==> src/hw/rtl/sliding_window_stats_defines.svh <==
// assertion macros used by sliding_window_stats.sv
`ifndef SLIDING_WINDOW_STATS_DEFINES_SVH
`define SLIDING_WINDOW_STATS_DEFINES_SVH

`ifndef SYNTH
// same-cycle implication on clk, disabled in reset
`define SWS_ASSERT_IMP(lbl, ante, cons, msg) \
  lbl: assert property (@(posedge clk) disable iff (!rst_n) (ante) |-> (cons)) \
    else $error(msg);
// next-cycle implication on clk, disabled in reset
`define SWS_ASSERT_NXT(lbl, ante, cons, msg) \
  lbl: assert property (@(posedge clk) disable iff (!rst_n) (ante) |=> (cons)) \
    else $error(msg);
`else
`define SWS_ASSERT_IMP(lbl, ante, cons, msg)
`define SWS_ASSERT_NXT(lbl, ante, cons, msg)
`endif

`endif

==> src/hw/rtl/sws_pkg.sv <==
package sws_pkg;

  // window geometry
  localparam int WINDOW_DEPTH = 64;
  localparam int ADDR_W       = $clog2(WINDOW_DEPTH);
  localparam int CNT_W        = 7;
  localparam int SAMPLE_W     = 32;
  localparam int TOTAL_W      = 38;
  localparam int DIV_STEPS    = TOTAL_W;
  localparam int DIV_CNT_W    = $clog2(DIV_STEPS);
  localparam int IN_DATA_W    = 40;
  localparam int IN_USER_W    = 2;
  localparam int OUT_DATA_W   = 176;

  localparam logic signed [SAMPLE_W-1:0] SAMPLE_MAX = 32'sh7FFF_FFFF;
  localparam logic signed [SAMPLE_W-1:0] SAMPLE_MIN = 32'sh8000_0000;

  // mode codes
  localparam logic [1:0] MODE_PUSH  = 2'd0;
  localparam logic [1:0] MODE_CLEAR = 2'd1;
  localparam logic [1:0] MODE_READ  = 2'd2;

  // sequencer states
  typedef enum logic [3:0] {
    S_IDLE,
    S_PUSH,
    S_SCAN,
    S_DIV_SETUP,
    S_DIV,
    S_DIV_FIN,
    S_EMIT,
    S_RD_ADDR,
    S_RD_DATA
  } state_t;

  // ring position advance modulo the window depth
  function automatic logic [ADDR_W-1:0] pos_inc(input logic [ADDR_W-1:0] p);
    logic [ADDR_W-1:0] r;
    if (p == ADDR_W'(WINDOW_DEPTH - 1)) r = '0;
    else r = p + 1'b1;
    return r;
  endfunction

  // oldest held slot: (wp + depth - held) mod depth
  function automatic logic [ADDR_W-1:0] oldest_pos(input logic [ADDR_W-1:0] wp,
                                                   input logic [CNT_W-1:0] held);
    logic [CNT_W-1:0] t;
    t = CNT_W'(wp) + CNT_W'(WINDOW_DEPTH) - held;
    if (t >= CNT_W'(WINDOW_DEPTH)) t = t - CNT_W'(WINDOW_DEPTH);
    return t[ADDR_W-1:0];
  endfunction

endpackage

==> src/hw/rtl/sws_ram.sv <==
module sws_ram #(
  parameter int WIDTH = 32,
  parameter int DEPTH = 64
) (
  input  logic                     clk,
  input  logic                     wr_en,
  input  logic [$clog2(DEPTH)-1:0] wr_addr,
  input  logic [WIDTH-1:0]         wr_data,
  input  logic                     rd_en,
  input  logic [$clog2(DEPTH)-1:0] rd_addr,
  output logic [WIDTH-1:0]         rd_data
);

  logic [WIDTH-1:0] mem [DEPTH];

  // one write port, one registered read port that holds when idle
  always_ff @(posedge clk) begin
    if (wr_en) begin
      mem[wr_addr] <= wr_data;
    end
    if (rd_en) begin
      rd_data <= mem[rd_addr];
    end
  end

endmodule

==> src/hw/rtl/sliding_window_stats.sv <==
// channel  dir  handshake              payload
// in_      in   in_tvalid/in_tready    tuser mode, tdata sample, read_limit
// out_     out  out_tvalid/out_tready  tdata stats and element, tuser
//                                      element_valid, tlast last_of_run
//
// one item at a time; in_tready is high only while the sequencer is idle
// push: store, 38-step serial divide for the mean, emit;
//   a rescan of every held entry comes first after evicting the min or max
// clear and unused mode: status result only; read: an address and a data state per element (ram read)
// rst_n is synchronous active low and empties the window; no clearing pass
// a stalled out_tready holds the result register; the next item is still taken
`include "sliding_window_stats_defines.svh"

module sliding_window_stats (
  input  logic                            clk,
  input  logic                            rst_n,
  input  logic                            in_tvalid,
  output logic                            in_tready,
  // [31:0] sample, [38:32] read_limit, [39] zero
  input  logic [sws_pkg::IN_DATA_W-1:0]   in_tdata,
  // [1:0] mode
  input  logic [sws_pkg::IN_USER_W-1:0]   in_tuser,
  output logic                            out_tvalid,
  input  logic                            out_tready,
  // [31:0] element, [38:32] fill_level, [70:39] window_minimum,
  // [102:71] window_maximum, [140:103] window_total, [172:141] window_mean,
  // [173] full_flag, [175:174] zero
  output logic [sws_pkg::OUT_DATA_W-1:0]  out_tdata,
  // [0] element_valid
  output logic                            out_tuser,
  output logic                            out_tlast
);

  localparam int AW = sws_pkg::ADDR_W;
  localparam int CW = sws_pkg::CNT_W;
  localparam int SW = sws_pkg::SAMPLE_W;
  localparam int TW = sws_pkg::TOTAL_W;
  localparam int DW = sws_pkg::DIV_CNT_W;

  sws_pkg::state_t state_r, state_nxt;

  logic signed [SW-1:0] sample_r;
  logic [AW-1:0]        wp_r, wp_nxt;
  logic [CW-1:0]        held_r, held_nxt;
  logic signed [TW-1:0] total_r, total_nxt;
  logic signed [SW-1:0] min_r, min_nxt;
  logic signed [SW-1:0] max_r, max_nxt;
  logic signed [SW-1:0] mean_r, mean_nxt;
  logic [AW-1:0]        pos_r, pos_nxt;
  logic [CW-1:0]        cnt_r, cnt_nxt;
  logic                 scan_dv_r, scan_dv_nxt;
  logic [TW-1:0]        div_q_r, div_q_nxt;
  logic [CW-1:0]        div_rem_r, div_rem_nxt;
  logic [DW-1:0]        div_cnt_r, div_cnt_nxt;
  logic                 div_neg_r, div_neg_nxt;

  logic                    out_tvalid_r;
  logic [sws_pkg::OUT_DATA_W-1:0] out_tdata_r;
  logic                    out_tuser_r, out_tlast_r;

  logic                 in_accept, out_free, out_load;
  logic signed [SW-1:0] out_elem;
  logic                 out_vbit, out_last;
  logic [sws_pkg::OUT_DATA_W-1:0] out_data_nxt;

  logic                 ram_wr_en, ram_rd_en;
  logic [AW-1:0]        ram_wr_addr, ram_rd_addr;
  logic [SW-1:0]        ram_rd_data;
  logic signed [SW-1:0] rd_val;

  logic                 ring_full;
  logic signed [SW-1:0] evicted, new_min, new_max;
  logic [CW-1:0]        rd_limit, rd_n;
  logic [CW:0]          div_shift, div_trial;
  logic                 empty;

  assign in_tready = (state_r == sws_pkg::S_IDLE);
  assign in_accept = in_tvalid && in_tready;
  assign out_free  = !out_tvalid_r || out_tready;
  assign rd_val    = $signed(ram_rd_data);
  assign empty     = (held_r == '0);

  // sample ring
  sws_ram #(
    .WIDTH(SW),
    .DEPTH(sws_pkg::WINDOW_DEPTH)
  ) u_ring (
    .clk    (clk),
    .wr_en  (ram_wr_en),
    .wr_addr(ram_wr_addr),
    .wr_data(sample_r),
    .rd_en  (ram_rd_en),
    .rd_addr(ram_rd_addr),
    .rd_data(ram_rd_data)
  );

  // push arithmetic
  assign ring_full = (held_r == CW'(sws_pkg::WINDOW_DEPTH));
  assign evicted   = ring_full ? rd_val : '0;
  assign new_min   = (sample_r < min_r) ? sample_r : min_r;
  assign new_max   = (sample_r > max_r) ? sample_r : max_r;

  // read length clamp
  assign rd_limit = in_tdata[38:32];
  assign rd_n     = (rd_limit < held_r) ? rd_limit : held_r;

  // one restoring divide step
  assign div_shift = {div_rem_r, div_q_r[TW-1]};
  assign div_trial = div_shift - {1'b0, held_r};

  // result word from the statistics after the item
  assign out_data_nxt = {2'b00,
                         ring_full,
                         empty ? {SW{1'b0}} : mean_r,
                         empty ? {TW{1'b0}} : total_r,
                         empty ? {SW{1'b0}} : max_r,
                         empty ? {SW{1'b0}} : min_r,
                         held_r,
                         out_elem};

  // sequencer
  always_comb begin
    state_nxt   = state_r;
    wp_nxt      = wp_r;
    held_nxt    = held_r;
    total_nxt   = total_r;
    min_nxt     = min_r;
    max_nxt     = max_r;
    mean_nxt    = mean_r;
    pos_nxt     = pos_r;
    cnt_nxt     = cnt_r;
    scan_dv_nxt = scan_dv_r;
    div_q_nxt   = div_q_r;
    div_rem_nxt = div_rem_r;
    div_cnt_nxt = div_cnt_r;
    div_neg_nxt = div_neg_r;
    ram_wr_en   = 1'b0;
    ram_wr_addr = wp_r;
    ram_rd_en   = 1'b0;
    ram_rd_addr = pos_r;
    out_load    = 1'b0;
    out_elem    = '0;
    out_vbit    = 1'b0;
    out_last    = 1'b1;

    unique case (state_r)
      sws_pkg::S_IDLE: begin
        if (in_accept) begin
          unique case (in_tuser)
            sws_pkg::MODE_PUSH: begin
              // fetch the sample about to be overwritten
              ram_rd_en   = ring_full;
              ram_rd_addr = wp_r;
              state_nxt   = sws_pkg::S_PUSH;
            end
            sws_pkg::MODE_CLEAR: begin
              wp_nxt    = '0;
              held_nxt  = '0;
              total_nxt = '0;
              min_nxt   = sws_pkg::SAMPLE_MAX;
              max_nxt   = sws_pkg::SAMPLE_MIN;
              mean_nxt  = '0;
              state_nxt = sws_pkg::S_EMIT;
            end
            sws_pkg::MODE_READ: begin
              cnt_nxt = rd_n;
              pos_nxt = sws_pkg::oldest_pos(wp_r, held_r);
              if (rd_n == '0) state_nxt = sws_pkg::S_EMIT;
              else state_nxt = sws_pkg::S_RD_ADDR;
            end
            default: begin
              state_nxt = sws_pkg::S_EMIT;
            end
          endcase
        end
      end

      sws_pkg::S_PUSH: begin
        // store sample, update total and extremes, or start a rescan after evicting one
        ram_wr_en = 1'b1;
        wp_nxt    = sws_pkg::pos_inc(wp_r);
        if (!ring_full) held_nxt = held_r + 1'b1;
        total_nxt = total_r + TW'(sample_r) - TW'(evicted);
        if (ring_full && (evicted == new_min || evicted == new_max)) begin
          min_nxt     = sws_pkg::SAMPLE_MAX;
          max_nxt     = sws_pkg::SAMPLE_MIN;
          pos_nxt     = sws_pkg::pos_inc(wp_r);
          cnt_nxt     = '0;
          scan_dv_nxt = 1'b0;
          state_nxt   = sws_pkg::S_SCAN;
        end else begin
          min_nxt   = new_min;
          max_nxt   = new_max;
          state_nxt = sws_pkg::S_DIV_SETUP;
        end
      end

      sws_pkg::S_SCAN: begin
        // fold in the entry read last cycle
        if (scan_dv_r) begin
          if (rd_val < min_r) min_nxt = rd_val;
          if (rd_val > max_r) max_nxt = rd_val;
        end
        if (cnt_r != held_r) begin
          ram_rd_en   = 1'b1;
          pos_nxt     = sws_pkg::pos_inc(pos_r);
          cnt_nxt     = cnt_r + 1'b1;
          scan_dv_nxt = 1'b1;
        end else begin
          scan_dv_nxt = 1'b0;
          if (!scan_dv_r) state_nxt = sws_pkg::S_DIV_SETUP;
        end
      end

      sws_pkg::S_DIV_SETUP: begin
        // divide the magnitude, fix the sign afterwards
        div_neg_nxt = total_r[TW-1];
        div_q_nxt   = total_r[TW-1] ? TW'(-total_r) : TW'(total_r);
        div_rem_nxt = '0;
        div_cnt_nxt = '0;
        state_nxt   = sws_pkg::S_DIV;
      end

      sws_pkg::S_DIV: begin
        if (!div_trial[CW]) begin
          div_rem_nxt = div_trial[CW-1:0];
          div_q_nxt   = {div_q_r[TW-2:0], 1'b1};
        end else begin
          div_rem_nxt = div_shift[CW-1:0];
          div_q_nxt   = {div_q_r[TW-2:0], 1'b0};
        end
        div_cnt_nxt = div_cnt_r + 1'b1;
        if (div_cnt_r == DW'(sws_pkg::DIV_STEPS - 1)) state_nxt = sws_pkg::S_DIV_FIN;
      end

      sws_pkg::S_DIV_FIN: begin
        mean_nxt  = div_neg_r ? -$signed(div_q_r[SW-1:0]) : $signed(div_q_r[SW-1:0]);
        state_nxt = sws_pkg::S_EMIT;
      end

      sws_pkg::S_EMIT: begin
        // single status result
        if (out_free) begin
          out_load  = 1'b1;
          state_nxt = sws_pkg::S_IDLE;
        end
      end

      sws_pkg::S_RD_ADDR: begin
        ram_rd_en = 1'b1;
        state_nxt = sws_pkg::S_RD_DATA;
      end

      sws_pkg::S_RD_DATA: begin
        // ram data holds until the result register frees up
        out_elem = rd_val;
        out_vbit = 1'b1;
        out_last = (cnt_r == CW'(1));
        if (out_free) begin
          out_load = 1'b1;
          pos_nxt  = sws_pkg::pos_inc(pos_r);
          cnt_nxt  = cnt_r - 1'b1;
          if (cnt_r == CW'(1)) state_nxt = sws_pkg::S_IDLE;
          else state_nxt = sws_pkg::S_RD_ADDR;
        end
      end

      default: begin
        state_nxt = sws_pkg::S_IDLE;
      end
    endcase
  end

  // control and window state
  always_ff @(posedge clk) begin
    if (!rst_n) begin
      state_r      <= sws_pkg::S_IDLE;
      wp_r         <= '0;
      held_r       <= '0;
      total_r      <= '0;
      min_r        <= sws_pkg::SAMPLE_MAX;
      max_r        <= sws_pkg::SAMPLE_MIN;
      out_tvalid_r <= 1'b0;
    end else begin
      state_r      <= state_nxt;
      wp_r         <= wp_nxt;
      held_r       <= held_nxt;
      total_r      <= total_nxt;
      min_r        <= min_nxt;
      max_r        <= max_nxt;
      out_tvalid_r <= out_load ? 1'b1 : (out_tready ? 1'b0 : out_tvalid_r);
    end
  end

  // payload and working registers
  always_ff @(posedge clk) begin
    if (in_accept) begin
      sample_r <= $signed(in_tdata[SW-1:0]);
    end
    mean_r    <= mean_nxt;
    pos_r     <= pos_nxt;
    cnt_r     <= cnt_nxt;
    scan_dv_r <= scan_dv_nxt;
    div_q_r   <= div_q_nxt;
    div_rem_r <= div_rem_nxt;
    div_cnt_r <= div_cnt_nxt;
    div_neg_r <= div_neg_nxt;
    if (out_load) begin
      out_tdata_r <= out_data_nxt;
      out_tuser_r <= out_vbit;
      out_tlast_r <= out_last;
    end
  end

  assign out_tvalid = out_tvalid_r;
  assign out_tdata  = out_tdata_r;
  assign out_tuser  = out_tuser_r;
  assign out_tlast  = out_tlast_r;

  // checks
  `SWS_ASSERT_IMP(a_held_range, 1'b1, held_r <= CW'(sws_pkg::WINDOW_DEPTH), "held count over depth")
  `SWS_ASSERT_IMP(a_empty_origin, held_r == '0, wp_r == '0, "empty window with write position set")
  `SWS_ASSERT_IMP(a_load_free, out_load, !out_tvalid_r || out_tready, "result overwritten")
  `SWS_ASSERT_NXT(a_busy_after, in_accept, state_r != sws_pkg::S_IDLE, "idle right after accept")

endmodule

==> config.mk <==
export PLATFORM = sky130hd
export DESIGN_NAME = sliding_window_stats
export DESIGN_NICKNAME = d
export VERILOG_FILES = /design/src/hw/rtl/sws_pkg.sv /design/src/hw/rtl/sws_ram.sv /design/src/hw/rtl/sliding_window_stats.sv
export VERILOG_INCLUDE_DIRS = /design/src /design/src/hw/rtl
export SDC_FILE = /design/constraint.sdc
export NUM_CORES = 2
export LEC_CHECK = 0
export ABC_AREA = 1
export BUFFER_PORTS_ARGS = -buffer_cell sky130_fd_sc_hd__buf_2
export CORE_MARGIN = 4
export CORE_UTILIZATION = 45
export CTS_CLUSTER_SIZE = 40
export DETAILED_ROUTE_END_ITERATION = 7
export PLACE_DENSITY_LB_ADDON = 0.15
export SLEW_MARGIN = 0
export SYNTH_ARGS = -nofsm -noshare
export SYNTH_HDL_FRONTEND = slang
export SYNTH_HIERARCHICAL = 1
export SYNTH_SLANG_ARGS = --single-unit
export TNS_END_PERCENT = 10
==> constraint.sdc <==
create_clock -name clk -period 12.3 [get_ports clk]
set_input_delay 1.23 -clock clk [delete_from_list [all_inputs] [get_ports clk]]
set_output_delay 1.23 -clock clk [all_outputs]
set_load 0.005 [all_outputs]
# Yosys cells after proc, flatten, opt, wreduce, memory -nomap -nowiden
# Memories as Yosys holds them, arrays and structs flattened. A register that Yosys moved wholly into a read port is not among the register bits.
# Index checks and enable logic that the tools add are counted.
[totals] register_bits=426 latch_bits=0 mem_bits_rw=2048 romBits=0 inputBits=46 output_inout_bits=180 word_cells=178 mem_count=1
[memory_table] name="u_ring.mem" depth=64 width=32 read_ports=1 rd_clocked_by_memory_dff=1 write_ports=1 line_no="sws_ram.sv:14" source="logic [WIDTH-1:0] mem [DEPTH];"
[op_classes] n_addsub=14 multipliers=0 n_div=0 order_cmp=6 eq_ne=32 n_shift=0 mux=79 n_bitwise=0 reduce_logical=25
[ops] operator="$mux 32" count=16
[ops] operator="$pmux 32 s3" count=2
[ops] operator="$pmux 38 s2" count=2
[ops] operator="$mux 38" count=3
[ops] operator="$mux 6" count=13
[ops] operator="$mux 7" count=10
[ops] operator="$eq 32x32->1" count=2
[ops] operator="$gt 32x32->1" count=2
[ops] operator="$lt 32x32->1" count=2
[ops] operator="$pmux 32 s2" count=1
[ops] operator="$add 38x32->38" count=1
[ops] operator="$neg 38->38" count=1
[ops] operator="$sub 38x32->38" count=1
[ops] operator="$pmux 4 s9" count=1
[ops] operator="$neg 32->32" count=1
[ops] operator="$pmux 7 s2" count=2
[ops] operator="$pmux 7 s4" count=1
[ops] operator="$mux 4" count=6
[ops] operator="$pmux 6 s2" count=2
[ops] operator="$pmux 6 s4" count=1
[ops] operator="$ne 2x2->1 const B" count=11
[ops] operator="$add 6x1->6 const B" count=3
[ops] operator="$eq 6x6->1 const B" count=3
[ops] operator="$eq 4x3->1 const B" count=4
[ops] operator="other kinds (37)" count=65

# Logic depth before layout (Yosys ltp)
[depth] ltp_word=7 mapped_depth=33 ltp_nobuf=31

# By module
# Netlist, hierarchy kept.
[by_module_without_submodules] module="sws_ram" instances=1 cells_per_inst=6788 area_per_inst_um2=83157.3 seq_area_each_um2=62459.9
[by_module_without_submodules] module="sliding_window_stats" instances=1 cells_per_inst=3498 area_per_inst_um2=27492.6 seq_area_each_um2=11591.1

# Least setup slack after synthesis
# No wires, ideal clock.
[synth_path] path_type="in2reg" from="in out_tready" to="reg out_tdata_r (netlist bit out_tdata[0]) (enable)" arrival_ps=8616 required_time_ps=11585 path_slack_ps=2969 cell_stages=2 n_path_buf=0 cell_sequence="nor2_1 nor2_1"
[synth_via] elab_chain_cells=3
[synth_rtl] element="start: declaration" line_no="sliding_window_stats.sv:24" source="input logic out_tready,"
[synth_rtl] element="$logic_or 1x1->1" line_no="sliding_window_stats.sv:79" source="assign out_free = !out_tvalid_r || out_tready;"
[synth_rtl] element="$mux 1" line_no="sliding_window_stats.sv:243, sliding_window_stats.sv:259"
[synth_rtl] element="$mux 1"
[synth_rtl] element="named net out_load" line_no="sliding_window_stats.sv:61" source="logic in_accept, out_free, out_load;"
[synth_rtl] element="end signal: assignment" line_no="sliding_window_stats.sv:309" source="out_tdata_r <= out_data_nxt;"
[synth_rtl] element="end: declaration" line_no="sliding_window_stats.sv:58" source="logic [sws_pkg::OUT_DATA_W-1:0] out_tdata_r;"
# The timed path passes the listed nets, and every way through them passes these cells.
# A chain may end at the register's enable or synchronous reset.

# Worst setup path in the final report
[layout_path] from="reg state_r[2]" to="reg u_ring.rd_data[5], read port of u_ring.mem (data pin)"
[layout_via] elab_chain_cells=4
[layout_rtl] element="start: declaration" line_no="sliding_window_stats.sv:40" source="sws_pkg::state_t state_r, state_nxt;"
[layout_rtl] element="start signal: assignment" line_no="sliding_window_stats.sv:277" source="state_r <= sws_pkg::S_IDLE;"
[layout_rtl] element="start signal: assignment" line_no="sliding_window_stats.sv:285" source="state_r <= state_nxt;"
[layout_rtl] element="$logic_not 4->1" line_no="sliding_window_stats.sv:77" source="assign in_tready = (state_r == sws_pkg::S_IDLE);"
[layout_rtl] element="$logic_and 1x1->1" line_no="sliding_window_stats.sv:78" source="assign in_accept = in_tvalid && in_tready;"
[layout_rtl] element="named net in_accept" line_no="sliding_window_stats.sv:61"
[layout_rtl] element="$mux 6" line_no="sliding_window_stats.sv:148" source="if (in_accept) begin"
[layout_rtl] element="$mux 6" line_no="sliding_window_stats.sv:146" source="unique case (state_r)"
[layout_rtl] element="named net ram_rd_addr[0]" line_no="sliding_window_stats.sv:67" source="logic [AW-1:0] ram_wr_addr, ram_rd_addr;"
[layout_rtl] element="end: declaration" line_no="sws_ram.sv:11" source="output logic [WIDTH-1:0] rd_data"
# The timed path passes the listed nets, and every way through them passes these cells.

==> impl_metrics.toml <==
[sta]
report.final.slew_viol_count = 0
tns_ns = 0
period_share_pct = 60.3
fmax_ghz = 0.135
fin_skew_ns = 0.0687
maxSlewHeadroom_pct = 8.85
grt_setup_unrepaired = "false"
post-route-min-period_ns = 7.42
layout_setup_ws_ns = 4.88
finalSetupViolCount = 0
hold_viol = 0
worstMarginPinSlew_ns = 1.36

[synthesis]
synth-compound-area-share_pct = 2.93
synth_edf_count = 2386
synthCells = 10300
ys_ff_latch = 2506
synth_async_sr_flop_share_pct = 0
synthTopCellsByArea = "edfxtp_1 65%, nand2_1 10%, nand3_1 9.5%"
yosysUniqueCellTypes = 59
ys.flop_type = "edfxtp_1"
synth_xor_area_share_pct = 0.451
synthSimpleGateAreaFrac_pct = 22.4
synthTopCellsByCount = "3,089 x nand2_1, 2,386 x edfxtp_1, 2,111 x nand3_1, 510 x inv_1, 459 x nor2_1"
yosysSeqAreaShare_pct = 66.9
synth_fa_ha_area_share_pct = 2.90
ys_warn_count = 6
synth_area_per_cell_um2 = 10.8
synth.largest_area_cell = "edfxtp_1"
synth_top_family_by_area = "simple AND/OR/NAND/NOR gates"
synthMuxAreaShare_pct = 0.0102
yosysMostFrequentCell = "nand2_1"
synth_top_area_share_pct = 64.8
syn_area_um2 = 111000

[critical_path]
crit_top_cell = "nand2_1"
crit_type = "reg2reg"
r2r_cells = 20
cp_num_buf_inv = 7
cpMaxStageDelayCell = "buf_12"
cpPeakStageDelay_ns = 0.76
critPathRequiredTime_ns = 13.04
worstPathArrival_ns = 8.16
start_kind = "flop"
reg2reg_slack_ns = 4.88
r2r_end = "u_ring/rd_data[5]"
crit_chain = "nor2_1 -> inv_1 -> nor2_1 -> inv_1 -> nor2_4 -> buf_4 -> nand2_1 -> o21ai_4 -> buf_12 -> buf_4 -> buf_12 -> buf_12 -> nand2_1 -> nand3_1 -> nand3_1 -> nand3_1 -> nand3_1 -> nand2_1 -> nand2_1 -> nand2_1"
worst_setup_path_end_kind = "flop"
cp_top_family = "buffers and inverters"
path_max_fanout = 201
reg2reg_from = "state_r[2]"

[cts]
clockBufferDepth = 4
holdBufCountCts = 0
post_cts_buffers = 0
cts_sinks = 2506
cts_tree = "yes"
h-tree-depth = 5
insertion_delay_ns = 0.95
cts.clk_slew.worst_paths_ns = 0.06
cts_buffers = 287
cts_resized = 0
root_buffer = "clkbuf_16"

[placed_design]
dp_hpwl_mm = 212
place_area_um2 = 115000
gp_congestion = 0.937
port_buffers = 222
place_ws_ns = 4.64

[worst_hold_path]
hold-path-endpoint = "min_r[9]"
holdPathStages = 2
hp-class = "reg2reg"
hold_start = "min_r[9]"

[pwr]
p_per_area_nw_per_um2 = 246
p_total_mw = 30.6
p_leak_nw = 46.2
ir_drop_v = 0.000197

[floorplan]
dieArea_um2 = 254000
io_pins = 226
rows = 181
die_x_um = 504
initial_utilization_pct = 45.4
die_h_um = 504
fp.coreArea_um2 = 244000

[status]
status = "finished, violations left"
failed_checks = "DRC"

[layout]
nets = 10700
area_delta_synth_final_pct = 12.3
fillerInstances = 21500
fin_area_um2 = 124000
layout-drive-gt1-share_pct = 8.59

[route]
vias = 79500
firstDrtPassIters = 8
wl_mm = 362
post-route-drc-count = 2
avgViaCountPerCell = 5.74
initialDrtViolationCount = 9459
wl_per_cell_um = 26.1
detail-route-antenna-nets = 0

[global_route]
grt_pass1_vias = 73000
grt_max_degree = 202
grt_pass1_wl_mm = 516
antenna_found_initial = 22
grt_usage_pct = 27.6
overflow = 0

[flow_run]
cap_violations = 0
-- how the worst max path moves through the flow --
stage | startpoint | endpoint | slack, ns | depth (start not counted)
floorplan | out_tready | out_tdata[0] | 2.97 | 2
global placement | in_tvalid | u_ring/rd_data[19] | 4.63 | 16
detailed placement | in_tvalid | u_ring/rd_data[19] | 4.64 | 16
CTS | state_r[1] | u_ring/rd_data[19] | 4.96 | 18
global route | state_r[1] | u_ring/rd_data[5] | 4.40 | 20
finish | state_r[2] | u_ring/rd_data[5] | 4.88 | 20
-- state kept, by name, summed over array words and instances, names as in the netlist --
name and cells:
div_rem_r 7, u_ring/rd_data 32, held_r 7, out_tlast 1, out_tuser 1, scan_dv_r 1
div_neg_r 1, cnt_r 7, min_r 32, out_tdata 174, ram_wr_addr 6, max_r 32
mean_r 32, div_q_r 38, total_r 38, div_cnt_r 6, pos_r 6, sample_r 32
state_r 4, out_tvalid 1, u_ring/mem 2048
-- worst reg2reg max path: cells and delay by family, from the launching register on --
kind,cells,cell delay (ns)
buffers and inverters,7,3.82
and+or+nand+nor,12,2.71
AOI/OAI and AO/OA,1,0.39
DFF,1,0.34
-- cells in the final DEF (no fill, tap or decap), types with 39 or more instances in the layout --
master     count
inv_1        507
fa_1          39
a21oi_1      289
nand4_1       60
nor2_4        69
clkbuf_1      70
ha_1         194
buf_2        222
nor2_1       389
o21ai_0      155
nand2_1     3088
nand3_1     2111
dfxtp_1      120
clkbuf_16    294
edfxtp_1    2386
clkinv_1      57
buf_4        197
nor3_1        51
xor2_1        47
-- power by group --
part | internal, mW | total, mW | switching (mW)
combinational | 2.97 | 11.8 | 8.79
clock | 4.85 | 8.19 | 3.34
sequential | 10.2 | 10.7 | 0.417
total | 18.1 | 30.6 | 12.5
-- through the flow --
stage	util [%]	std cells	hold WS (ns)
finish	50.9	13900	0.461
CTS	50.9	13900	0.443
global placement	47.3	13400	0.440
floorplan	-	10300	0.406
detailed placement	47.3	13400	0.446
global route	50.9	13900	0.455
-- routing by layer --
metal	vias up	track usage (%)	routed length, um
li1	36100	-	-
met1	38900	38.8	149000
met2	3815	41.8	160000
met3	632	5.35	34400
met4	0	12.1	18000
met5	-	0	0
-- cells by family (layout without fill, tap and decap cells) --
| kind of cell | count (synthesis) | count (layout) |
|---|---|---|
| AOI/OAI and AO/OA | 589 | 589 |
| xor gates and xnor gates | 57 | 57 |
| adders and majority gates | 233 | 233 |
| buffers and inverters | 1087 | 1449 |
| DFF | 2506 | 2506 |
| muxes | 1 | 1 |
| other | 1 | 10 |
| and+or+nand+nor | 5812 | 5812 |
-- cell type report --
| cell class | instances | area, um^2 | area share (%) |
|---|---|---|---|
| sequential | 2506 | 74100 | 59.6 |
| multi-input combinational | 6694 | 32400 | 26.1 |
| clock buffer | 364 | 7620 | 6.13 |
| tap | 3202 | 4010 | 3.22 |
| timing repair buffer | 435 | 2910 | 2.34 |
| inverter | 520 | 1990 | 1.60 |
| clock inverter | 130 | 1230 | 0.989 |
| antenna | 8 | 20.0 | 0.0161 |
No activity file was read; power rests on OpenSTA's default activity.
